### src/rtl/assert_macros.svh
// ----------------------------------------------------------------------------
// Assertion macros
// Shared concurrent assertion wrappers, clocked on clk, disabled in rst.
// ----------------------------------------------------------------------------
`ifndef ASSERT_MACROS_SVH
`define ASSERT_MACROS_SVH

// Labeled property check on the rising edge of clk, off while rst is high.
`define VESB_ASSERT(lbl, prop) \
  lbl: assert property (@(posedge clk) disable iff (rst) prop) \
    else $error("vesb assertion failed");

// Same-cycle implication form.
`define VESB_ASSERT_IMP(lbl, ante, cons) \
  `VESB_ASSERT(lbl, (ante) |-> (cons))

`endif

### src/rtl/vesb_pkg.sv
// ----------------------------------------------------------------------------
// vesb_pkg
// Types, constants and helpers shared by the escape sequence builder.
// ----------------------------------------------------------------------------
package vesb_pkg;

  // Sizing
  localparam int MAX_PARAMS   = 4;
  localparam int MAX_ATTRS    = 2;
  localparam int DIGITS_MAX   = 5;
  localparam int PARAM_FIELDS = 4;
  localparam int ATTR_FIELDS  = 2;
  localparam int PARAM_LIM    = (MAX_PARAMS < PARAM_FIELDS) ? MAX_PARAMS : PARAM_FIELDS;
  localparam int ATTR_LIM     = (MAX_ATTRS < ATTR_FIELDS) ? MAX_ATTRS : ATTR_FIELDS;
  localparam int PCNT_W       = 3;
  localparam int ACNT_W       = 2;
  localparam int POS_W        = 3;

  // Byte codes
  localparam logic [7:0] BYTE_ESC  = 8'h1B;
  localparam logic [7:0] BYTE_CSI  = 8'h5B;
  localparam logic [7:0] BYTE_SEP  = 8'h3B;
  localparam logic [7:0] BYTE_ZERO = 8'h30;

  // Action codes
  localparam logic [2:0] ACT_PRINT   = 3'd0;
  localparam logic [2:0] ACT_EXECUTE = 3'd1;
  localparam logic [2:0] ACT_ESC     = 3'd2;
  localparam logic [2:0] ACT_CSI     = 3'd3;

  // Input transaction
  typedef struct packed {
    logic [2:0]         action;
    logic [7:0]         final_char;
    logic [2:0]         param_count;
    logic signed [15:0] param_0;
    logic signed [15:0] param_1;
    logic signed [15:0] param_2;
    logic signed [15:0] param_3;
    logic [1:0]         attr_count;
    logic [7:0]         attr_0;
    logic [7:0]         attr_1;
  } vesb_item_t;

  // Result transaction
  typedef struct packed {
    logic [7:0] out_byte;
    logic       last_byte;
  } vesb_result_t;

  // Output byte source
  typedef enum logic [2:0] {
    SEL_ESC,
    SEL_CSI,
    SEL_SEP,
    SEL_CHAR,
    SEL_DIGIT,
    SEL_ATTR
  } vesb_sel_t;

  // Controller to datapath
  typedef struct packed {
    logic      load_item;
    logic      load_param;
    logic      inc_param;
    logic      digit_step;
    logic      inc_attr;
    logic      emit;
    logic      last;
    vesb_sel_t sel;
  } vesb_cmd_t;

  // Datapath to controller
  typedef struct packed {
    logic new_char;
    logic new_esc;
    logic new_csi;
    logic cur_esc;
    logic pcnt_zero;
    logic acnt_zero;
    logic param_neg;
    logic param_more;
    logic attr_last;
    logic pos_zero;
    logic digit_show;
  } vesb_status_t;

  // Decimal place weight
  function automatic logic [13:0] pow10(input logic [POS_W-1:0] pos);
    logic [13:0] w;
    case (pos)
      3'd0:    w = 14'd1;
      3'd1:    w = 14'd10;
      3'd2:    w = 14'd100;
      3'd3:    w = 14'd1000;
      3'd4:    w = 14'd10000;
      default: w = 14'd1;
    endcase
    return w;
  endfunction

endpackage

### src/rtl/vt_escape_sequence_builder.sv
// ----------------------------------------------------------------------------
// vt_escape_sequence_builder
// Serializes one terminal token into its byte sequence, one byte per strobe.
//
// A token is taken when start is high and busy is low. Its bytes come out on
// result, each marked by a one-cycle strobe, with last_byte set on the final
// byte; the receiver must take every byte as it comes. Busy stays high while
// the sequencer steps through the token: a print or execute token gives its
// character alone, an ESC dispatch the ESC byte, the final character and the
// attribute bytes, and a CSI dispatch ESC, the CSI byte, the parameters with
// separators, the attribute bytes and the final character. The digit unit
// produces one decimal place per cycle, most significant first, so each
// non-negative parameter is stepped through all five places whether or not
// its leading zeros are sent. Ignored actions leave busy low and give no result.
// ----------------------------------------------------------------------------
module vt_escape_sequence_builder (
  input  logic                   clk,
  input  logic                   rst,
  input  logic                   start,
  input  vesb_pkg::vesb_item_t   item,
  output logic                   busy,
  output logic                   strobe,
  output vesb_pkg::vesb_result_t result
);
  import vesb_pkg::*;

  vesb_cmd_t    cmd;
  vesb_status_t status;

  // Sequencer
  vesb_ctrl u_ctrl (
    .clk    (clk),
    .rst    (rst),
    .start  (start),
    .status (status),
    .cmd    (cmd),
    .busy   (busy)
  );

  // Token storage, digit unit and result register
  vesb_datapath u_datapath (
    .clk    (clk),
    .rst    (rst),
    .item   (item),
    .cmd    (cmd),
    .status (status),
    .strobe (strobe),
    .result (result)
  );

endmodule

### src/rtl/vesb_datapath.sv
// ----------------------------------------------------------------------------
// vesb_datapath
// Token registers, counters, MSD-first decimal digit unit and output register.
// ----------------------------------------------------------------------------
module vesb_datapath (
  input  logic                  clk,
  input  logic                  rst,
  input  vesb_pkg::vesb_item_t  item,
  input  vesb_pkg::vesb_cmd_t   cmd,
  output vesb_pkg::vesb_status_t status,
  output logic                  strobe,
  output vesb_pkg::vesb_result_t result
);
  import vesb_pkg::*;

  // Latched token
  logic [7:0]        ch;
  logic [15:0]       p0, p1, p2, p3;
  logic [7:0]        a0, a1;
  logic              cur_esc;
  logic [PCNT_W-1:0] pcnt;
  logic [ACNT_W-1:0] acnt;

  // Walk state
  logic [PCNT_W-1:0] pidx;
  logic [ACNT_W-1:0] aidx;
  logic [15:0]       val;
  logic [POS_W-1:0]  pos;
  logic              started;

  // Digit unit
  logic [13:0] weight;
  logic [16:0] thr;
  logic [16:0] sub;
  logic [3:0]  dig;
  logic [14:0] rem;
  logic [15:0] param_sel;
  logic [7:0]  attr_sel;
  logic [7:0]  byte_sel;

  // Saturated counts of the incoming token
  logic [PCNT_W-1:0] pcnt_in;
  logic [ACNT_W-1:0] acnt_in;

  always_comb begin
    pcnt_in = (item.param_count > PCNT_W'(PARAM_LIM)) ? PCNT_W'(PARAM_LIM) : item.param_count;
    acnt_in = (item.attr_count > ACNT_W'(ATTR_LIM)) ? ACNT_W'(ATTR_LIM) : item.attr_count;
  end

  // Parameter and attribute select
  always_comb begin
    case (pidx[1:0])
      2'd0:    param_sel = p0;
      2'd1:    param_sel = p1;
      2'd2:    param_sel = p2;
      2'd3:    param_sel = p3;
      default: param_sel = p0;
    endcase
    attr_sel = aidx[0] ? a1 : a0;
  end

  // One decimal digit per step: largest k with k*weight <= val
  always_comb begin
    weight = pow10(pos);
    dig    = 4'd0;
    sub    = 17'd0;
    thr    = 17'd0;
    for (int k = 1; k <= 9; k++) begin
      thr = 17'(k) * {3'b000, weight};
      if ({2'b00, val[14:0]} >= thr) begin
        dig = 4'(k);
        sub = thr;
      end
    end
    rem = val[14:0] - sub[14:0];
  end

  // Status back to the controller
  always_comb begin
    status.new_char   = (item.action == ACT_PRINT) || (item.action == ACT_EXECUTE);
    status.new_esc    = (item.action == ACT_ESC);
    status.new_csi    = (item.action == ACT_CSI);
    status.cur_esc    = cur_esc;
    status.pcnt_zero  = (pcnt == '0);
    status.acnt_zero  = (acnt == '0);
    status.param_neg  = val[15];
    status.param_more = ({1'b0, pidx} + 4'd1) < {1'b0, pcnt};
    status.attr_last  = (aidx == ACNT_W'(acnt - 2'd1));
    status.pos_zero   = (pos == '0);
    status.digit_show = started || (dig != 4'd0) || (pos == '0);
  end

  // Token capture
  always_ff @(posedge clk) begin
    if (cmd.load_item) begin
      ch      <= item.final_char;
      p0      <= item.param_0;
      p1      <= item.param_1;
      p2      <= item.param_2;
      p3      <= item.param_3;
      a0      <= item.attr_0;
      a1      <= item.attr_1;
      cur_esc <= (item.action == ACT_ESC);
      pcnt    <= pcnt_in;
      acnt    <= acnt_in;
    end
  end

  // Counters and digit registers
  always_ff @(posedge clk) begin
    if (rst) begin
      pidx <= '0;
      aidx <= '0;
    end else if (cmd.load_item) begin
      pidx <= '0;
      aidx <= '0;
    end else begin
      if (cmd.inc_param) pidx <= pidx + 1'b1;
      if (cmd.inc_attr)  aidx <= aidx + 1'b1;
    end
  end

  always_ff @(posedge clk) begin
    if (cmd.load_param) begin
      val     <= param_sel;
      pos     <= POS_W'(DIGITS_MAX - 1);
      started <= 1'b0;
    end else if (cmd.digit_step) begin
      val     <= {1'b0, rem};
      pos     <= pos - 1'b1;
      started <= started || (dig != 4'd0);
    end
  end

  // Output byte mux
  always_comb begin
    case (cmd.sel)
      SEL_ESC:   byte_sel = BYTE_ESC;
      SEL_CSI:   byte_sel = BYTE_CSI;
      SEL_SEP:   byte_sel = BYTE_SEP;
      SEL_CHAR:  byte_sel = ch;
      SEL_DIGIT: byte_sel = BYTE_ZERO + {4'd0, dig};
      SEL_ATTR:  byte_sel = attr_sel;
      default:   byte_sel = ch;
    endcase
  end

  // Result register, one-cycle strobe
  always_ff @(posedge clk) begin
    if (rst) begin
      strobe <= 1'b0;
    end else begin
      strobe <= cmd.emit;
    end
  end

  always_ff @(posedge clk) begin
    if (cmd.emit) begin
      result.out_byte  <= byte_sel;
      result.last_byte <= cmd.last;
    end
  end

endmodule

### src/rtl/vesb_ctrl.sv
// ----------------------------------------------------------------------------
// vesb_ctrl
// Sequencer that walks a token's byte layout and drives the datapath.
// ----------------------------------------------------------------------------
`include "assert_macros.svh"

module vesb_ctrl (
  input  logic                   clk,
  input  logic                   rst,
  input  logic                   start,
  input  vesb_pkg::vesb_status_t status,
  output vesb_pkg::vesb_cmd_t    cmd,
  output logic                   busy
);
  import vesb_pkg::*;

  typedef enum logic [6:0] {
    S_IDLE   = 7'b0000001,
    S_ESC    = 7'b0000010,
    S_SECOND = 7'b0000100,
    S_DIGIT  = 7'b0001000,
    S_SEP    = 7'b0010000,
    S_ATTR   = 7'b0100000,
    S_FINAL  = 7'b1000000
  } vesb_state_t;

  vesb_state_t state, state_next;

  assign busy = (state != S_IDLE);

  // Next state and commands
  always_comb begin
    state_next     = state;
    cmd.load_item  = 1'b0;
    cmd.load_param = 1'b0;
    cmd.inc_param  = 1'b0;
    cmd.digit_step = 1'b0;
    cmd.inc_attr   = 1'b0;
    cmd.emit       = 1'b0;
    cmd.last       = 1'b0;
    cmd.sel        = SEL_CHAR;
    case (state)
      S_IDLE: begin
        if (start) begin
          cmd.load_item = 1'b1;
          if (status.new_char) begin
            state_next = S_FINAL;
          end else if (status.new_esc || status.new_csi) begin
            state_next = S_ESC;
          end
        end
      end
      S_ESC: begin
        cmd.emit   = 1'b1;
        cmd.sel    = SEL_ESC;
        state_next = S_SECOND;
      end
      S_SECOND: begin
        cmd.emit = 1'b1;
        if (status.cur_esc) begin
          cmd.sel    = SEL_CHAR;
          cmd.last   = status.acnt_zero;
          state_next = status.acnt_zero ? S_IDLE : S_ATTR;
        end else begin
          cmd.sel = SEL_CSI;
          if (!status.pcnt_zero) begin
            cmd.load_param = 1'b1;
            state_next     = S_DIGIT;
          end else begin
            state_next = status.acnt_zero ? S_FINAL : S_ATTR;
          end
        end
      end
      S_DIGIT: begin
        // negative parameter emits nothing; leading zeros are skipped
        cmd.sel        = SEL_DIGIT;
        cmd.digit_step = !status.param_neg;
        cmd.emit       = !status.param_neg && status.digit_show;
        if (status.param_neg || status.pos_zero) begin
          if (status.param_more) begin
            cmd.inc_param = 1'b1;
            state_next    = S_SEP;
          end else begin
            state_next = status.acnt_zero ? S_FINAL : S_ATTR;
          end
        end
      end
      S_SEP: begin
        cmd.emit       = 1'b1;
        cmd.sel        = SEL_SEP;
        cmd.load_param = 1'b1;
        state_next     = S_DIGIT;
      end
      S_ATTR: begin
        cmd.emit     = 1'b1;
        cmd.sel      = SEL_ATTR;
        cmd.inc_attr = 1'b1;
        cmd.last     = status.cur_esc && status.attr_last;
        if (status.attr_last) begin
          state_next = status.cur_esc ? S_IDLE : S_FINAL;
        end
      end
      S_FINAL: begin
        cmd.emit   = 1'b1;
        cmd.sel    = SEL_CHAR;
        cmd.last   = 1'b1;
        state_next = S_IDLE;
      end
      default: begin
        state_next = S_IDLE;
      end
    endcase
  end

  // State register
  always_ff @(posedge clk) begin
    if (rst) begin
      state <= S_IDLE;
    end else begin
      state <= state_next;
    end
  end

  // A last byte always closes the transaction
  `VESB_ASSERT(a_last_ends_token, (cmd.emit && cmd.last) |=> (state == S_IDLE))
  // An accepted escape token starts with the ESC byte
  `VESB_ASSERT(a_escape_opens, (start && !busy && (status.new_esc || status.new_csi)) |=> (state == S_ESC))
  // Digit loop leaves after the units place
  `VESB_ASSERT(a_digit_bounded, (state == S_DIGIT && status.pos_zero) |=> (state != S_DIGIT))

endmodule

### config.mk
export PLATFORM = sky130hd
export DESIGN_NAME = vt_escape_sequence_builder
export DESIGN_NICKNAME = d
export VERILOG_FILES = /design/src/rtl/vesb_pkg.sv /design/src/rtl/vt_escape_sequence_builder.sv /design/src/rtl/vesb_datapath.sv /design/src/rtl/vesb_ctrl.sv
export VERILOG_INCLUDE_DIRS = /design/src /design/src/rtl
export SDC_FILE = /design/constraint.sdc
export NUM_CORES = 1
export LEC_CHECK = 0
export BUFFER_PORTS_ARGS = -buffer_cell sky130_fd_sc_hd__buf_2
export CAP_MARGIN = 30
export CORE_MARGIN = 5
export CORE_UTILIZATION = 40
export CTS_CLUSTER_DIAMETER = 50
export DETAILED_ROUTE_END_ITERATION = 10
export PLACE_DENSITY = 0.66
export REMOVE_ABC_BUFFERS = 1
export SLEW_MARGIN = 10
export SYNTH_ARGS = -nofsm -noshare
export SYNTH_HDL_FRONTEND = slang
export SYNTH_SLANG_ARGS = --single-unit
### constraint.sdc
create_clock -name clk -period 10 [get_ports clk]
set_clock_uncertainty 0.1 [all_clocks]
set_input_delay 2 -clock clk [delete_from_list [all_inputs] [get_ports clk]]
set_output_delay 2 -clock clk [all_outputs]
set_load 0.02 [all_outputs]
# --- After elaboration in Yosys (flattened, before gate mapping) ---
# Index checks and enable logic that the tools add are counted.
word_totals:
  regBits: 136
  latchBits: 0
  mem_bits_rw: 0
  rom_bits: 0
  in_bits: 99
  output_inout_bits: 11
  n_memories: 0
classes:
  addsub: 7
  mul: 5
  div: 0
  n_lt_le_gt_ge: 12
  n_eq_ne: 27
  shifts: 0
  n_mux: 50
  n_bitwise: 0
  n_reduce_logical: 19
op_table:
  columns: ["operator", "n"]
  rows:
  - ["$mux W15", 8]
  - ["$ge A15 B17 Y1", 5]
  - ["$mux W7", 10]
  - ["$pmux W16 S4", 1]
  - ["$pmux W14 S4", 1]
  - ["$pmux W7 S6", 1]
  - ["$pmux W8 S5", 1]
  - ["$mul A3 B14 Y17 const A", 2]
  - ["$ge A15 B16 Y1", 2]
  - ["$mul A2 B14 Y16 const A", 2]
  - ["$mux W16", 2]
  - ["$mul A4 B14 Y17 const A", 1]
  - ["$eq A3 B2 Y1 const B", 5]
  - ["$ge A15 B14 Y1", 1]
  - ["$ge A15 B15 Y1", 1]
  - ["$pmux W3 S5", 1]
  - ["$sub A15 B15 Y15", 1]
  - ["$mux W14", 1]
  - ["$logic_not A3 Y1", 4]
  - ["$mux W3", 4]
  - ["$eq A3 B1 Y1 const B", 3]
  - ["$eq A3 B3 Y1 const B", 3]
  - ["$mux W1", 9]
  - ["$mux W2", 4]
  - ["37 further kinds", 47]

# --- Longest topological paths before layout ---
depth:
  word_depth: 17
  depth_mapped: 38
  depth_no_buf: 37

# --- By module ---
# A second synthesis with hierarchy kept.
hier_totals:
  hier_cells: 1062
  hier_area_um2: 10581.4
by_module_without_submodules:
  columns: ["module", "n_inst", "cells_per_inst", "area_each_um2", "seq_area_each_um2"]
  rows:
  - ["vesb_datapath", 1, 969, 9867.0, 3773.6]
  - ["vesb_ctrl", 1, 93, 714.4, 140.1]

# --- Least setup slack after synthesis ---
# Ideal clock, no wire load.
synth_path:
  kind: "register to register"
  startpoint: "register u_datapath.pos[0]"
  endpoint: "register u_datapath.val[14] (data pin)"
  arrival_time_ns: 7.613
  required_time_ns: 9.634
  path_slack_ns: 2.020
  path_stages_with_launch: 32
  period_less_slack_ns: 7.980
  cell_sequence: "dfxtp_1 > inv_1 > ha_1 > nand2_1 > inv_1 > nor2_4 > inv_1 > nor3_1 > inv_1 > fa_1 > fa_1 > nor3b_1 > mux2_2 > ha_1 > a211o_1 > a211o_1 > o2111ai_1 > nand2_1 > clkbuf_1 > nor2_1 > o221ai_1 > o211a_1 > ha_1 > a211oi_1 > o21ai_0 > a31oi_1 > nor2b_1 > o21a_1 > o41ai_1 > o21ai_0 > xnor2_1 > a21oi_1"
synth_between:
  elab_chain_cells: 15
synth_lines:
  columns: ["item", "line", "source"]
  rows:
  - ["from (decl)", "vesb_datapath.sv:28", "logic [POS_W-1:0] pos;"]
  - ["from (signal assigned)", "vesb_datapath.sv:126", "pos <= POS_W'(DIGITS_MAX - 1);"]
  - ["from (signal assigned)", "vesb_datapath.sv:130", "pos <= pos - 1'b1;"]
  - ["$eq A3 B3 Y1 (tied with other cells)", "vesb_pkg.sv:91", "case (pos)"]
  - ["$pmux W14 S4 (*)", "vesb_pkg.sv:91", null]
  - ["parallel branches: the longest is 9 deep, another holds $mul A2 B14 Y16", null, null]
  - ["$mux W15 (*)", "vesb_datapath.sv:70", "if ({2'b00, val[14:0]} >= thr) begin"]
  - ["$sub A15 B15 Y15 (*)", "vesb_datapath.sv:75", "rem = val[14:0] - sub[14:0];"]
  - ["$mux W16 (*)", "vesb_datapath.sv:128", "end else if (cmd.digit_step) begin"]
  - ["$mux W16 (*)", "vesb_datapath.sv:124", "if (cmd.load_param) begin"]
  - ["to (signal assigned)", "vesb_datapath.sv:125", "val <= param_sel;"]
  - ["to (signal assigned)", "vesb_datapath.sv:129", "val <= {1'b0, rem};"]
  - ["to (decl)", "vesb_datapath.sv:27", "logic [15:0] val;"]
# Every way passes the cells marked *. The select of a mux whose other input is x is not followed.
# A chain may end at the register's enable or synchronous reset.

# --- Worst setup path after layout ---
# Ends and elaborated chain as after synthesis.

==> flow_summary.json <==
{
  "rows": 58,
  "synth_area_um2": 10300,
  "dpl.hpwl_um": 22700,
  "finalCriticalPeriod_ps": 8590,
  "clock_latency_ps": 420,
  "root_buffer": "clkbuf_16",
  "synthTopCellsByArea": "edfxtp_1 (35%), ha_1 (18%), a21oi_1 (4.2%)",
  "fillers": 2345,
  "gr-usage-all-layers_pct": 20.5,
  "final_util_pct": 47.1,
  "via_count": 8591,
  "worst_pin_slew_ps": 986,
  "hp-class": "reg -> reg",
  "power.internal_mw": 1.10,
  "power_frac_seq_pct": 45.8,
  "yosys.area.top_type": "edfxtp_1",
  "drtIter0Drc": 783,
  "grt_pass1_wl_um": 47200,
  "maxCapViolCount": 0,
  "arrival_ps": 8650,
  "rsz0062_at_grt": "no",
  "clock_sinks": 136,
  "n_antenna_cell": 0,
  "critPathRequiredTime_ps": 10050,
  "dieWidth_um": 171,
  "design_area_um2": 11900,
  "avgSynthCellArea_um2": 10.2,
  "ys_ff_latch": 136,
  "die_h_um": 171,
  "viasPerCell": 5.77,
  "tns_ps": 0,
  "synth-edff-count": 119,
  "worst_path_max_delay_cell": "fa_1",
  "ys_types": 88,
  "core_um2": 25300,
  "antenna_found_initial": 0,
  "power.total_mw": 1.46,
  "cts_tree": "built",
  "timing.final.crit_share_pct": 85.9,
  "whs_ps": 433,
  "crit_buf_inv": 8,
  "die-area_um2": 29200,
  "dp.cells": 1456,
  "htreeDepth": 4,
  "finalHoldViolCount": 0,
  "start_kind": "register",
  "max-slew-margin-rel_pct": 34.1,
  "max_freq_mhz": 116,
  "drv_slew": 0,
  "crit_fanout": 11,
  "routed_wl_um": 30200,
  "drc_errors": 0,
  "grt_max_degree": 87,
  "ios": 110,
  "start_util_pct": 40.9,
  "grt_pass1_vias": 8523,
  "p_leak_nw": 4.84,
  "status": "finished clean",
  "numCtsBuffers": 17,
  "yosysWarnings": 0,
  "p_sw_share_pct": 24.4,
  "ctsResizeCount": 0,
  "p_clk_share_pct": 41.8,
  "detail_route.wl_per_cell_um": 20.3,
  "seq_area_frac_synth_pct": 37.8,
  "peakVddDrop_mv": 0.146,
  "gp_congestion": 0.957,
  "slowest_delay_ps": 480,
  "critPathKind": "reg -> reg",
  "setup_violations": 0,
  "grt_overflow": 0,
  "dr.pass1.iters": 6,
  "cts.clk_slew.worst_paths_ps": 60,
  "netlist.area_leader.share_pct": 34.5,
  "area_growth_pct": 15.4,
  "switchingPower_mw": 0.357,
  "fin_ws_ps": 1410,
  "syn-instance-count": 1019,
  "place_ws_ps": 1640,
  "p_comb_share_pct": 12.4,
  "synthArstFlopShare_pct": 0,
  "cp_common_cell": "inv_1",
  "cp-end-kind": "register",
  "cp_top_family": "compound AO/OA/AOI/OAI gates",
  "drive_gt1_share_pct": 16.7,
  "nets": 1402,
  "drtAntennaViolNets": 0,
  "placed_area_um2": 11300,
  "cts_hold_buf": 0,
  "postCtsSetupBuffers": 0,
  "power_density_nw_per_um2": 122,
  "synthFlopType": "edfxtp_1",
  "portBuffers": 109,
  "clk_path_buf_depth": 2,
  "instances_no_fill": 1489
}
==> power by group through the flow <==
stage                     registers [mW]  clock network, mW  logic, mW
after floorplan                    0.680                  0      0.111
after global routing               0.671              0.644      0.202
after global placement             0.679                  0      0.175
final                              0.668              0.609      0.182
after CTS                          0.669              0.620      0.177
after detailed placement           0.680                  0      0.176
==> worst paths after layout <==
kind                           from                   end  slack (ps)  depth (start not counted)
hold reg to reg    u_datapath.ch[7]  u_datapath.result[8]         430                          2
setup reg to reg  u_datapath.pos[0]    u_datapath.val[14]        1410                         34
setup / recovery  u_datapath.pos[0]    u_datapath.val[14]        1410                         34
hold / removal     u_datapath.ch[7]  u_datapath.result[8]         430                          2
==> cell type report <==
class,count,area (um2),share of cell area [%]
multi-input combinational,811,6110,51.2
sequential,136,3910,32.8
timing repair buffer,133,746,6.25
clock buffer,18,429,3.59
tap,330,413,3.46
inverter,47,176,1.48
clock inverter,14,149,1.25
==> synthesized netlist by cell type (3+ instances only) <==
cell,count
nand2b_1,16
xor2_1,21
mux2i_1,9
a222oi_1,16
o21ai_0,54
o2111ai_1,5
a211oi_1,15
nor3_1,19
xnor2_1,23
nand2_1,73
fa_1,9
o211ai_1,7
inv_1,44
nor2b_1,20
o211a_1,5
a211o_1,9
o21bai_1,4
nor3b_1,4
nand3_1,16
a31oi_1,15
and3_1,4
nor2_1,69
o31ai_1,3
a21o_1,15
o21a_1,14
and2_1,10
edfxtp_1,119
o221ai_1,5
clkbuf_8,3
a21oi_1,87
a311oi_1,3
a2111oi_0,4
nor4_1,6
or3_1,3
ha_1,148
dfxtp_1,17
nand4_1,16
or2_2,5
clkbuf_1,21
nand4b_1,4
o22ai_1,6
o41ai_1,3
==> routing by layer <==
metal  share of wire, %  vias up  GRT usage, %
li1                   -     4158             -
met1                 44     4009          28.4
met2                 46      367          32.5
met3                7.5       57          3.65
met4                2.8        0          7.41
met5                  0        -             0
==> state kept, by name, indices dropped and copies added, names as in the netlist, 3 cells and up <==
name,cells
u_datapath.p0,16
u_datapath.p1,16
u_datapath.p2,16
u_datapath.p3,16
u_datapath.val,16
u_datapath.result,9
u_datapath.a0,8
u_datapath.a1,8
u_datapath.ch,8
u_ctrl.state,7
u_datapath.pcnt,3
u_datapath.pidx,3
u_datapath.pos,3
==> worst register-to-register path, delay by kind of cell, from the launching register on <==
family | cells | cell delay (ps)
buf+inv | 8 | 1330
xor+xnor | 1 | 200
fa+ha+maj | 5 | 1740
mux | 1 | 380
flops | 1 | 360
simple gates | 6 | 1170
compound gates | 13 | 3060
==> cells by family (layout without fill, tap and decap cells) <==
family	Yosys count	in the layout	synth area share, %
compound gates	306	306	20.3
simple gates	284	284	14.0
fa+ha+maj	157	157	19.6
flops	136	136	37.8
buf+inv	79	212	3.40
xor+xnor	44	44	3.72
mux	11	11	1.09
other cells	2	9	0.0726
==> placed cells by master (no fill, tap or decap), types with 17 or more instances in the layout <==
master and count:
ha_1 148, edfxtp_1 119, buf_2 109, a21oi_1 87, nand2_1 73, nor2_1 68
o21ai_0 53, inv_1 44, xnor2_1 23, buf_4 23, xor2_1 21, nor2b_1 20
nor3_1 19, clkbuf_16 17, dfxtp_1 17
Power figures use the tool's default switching activity.
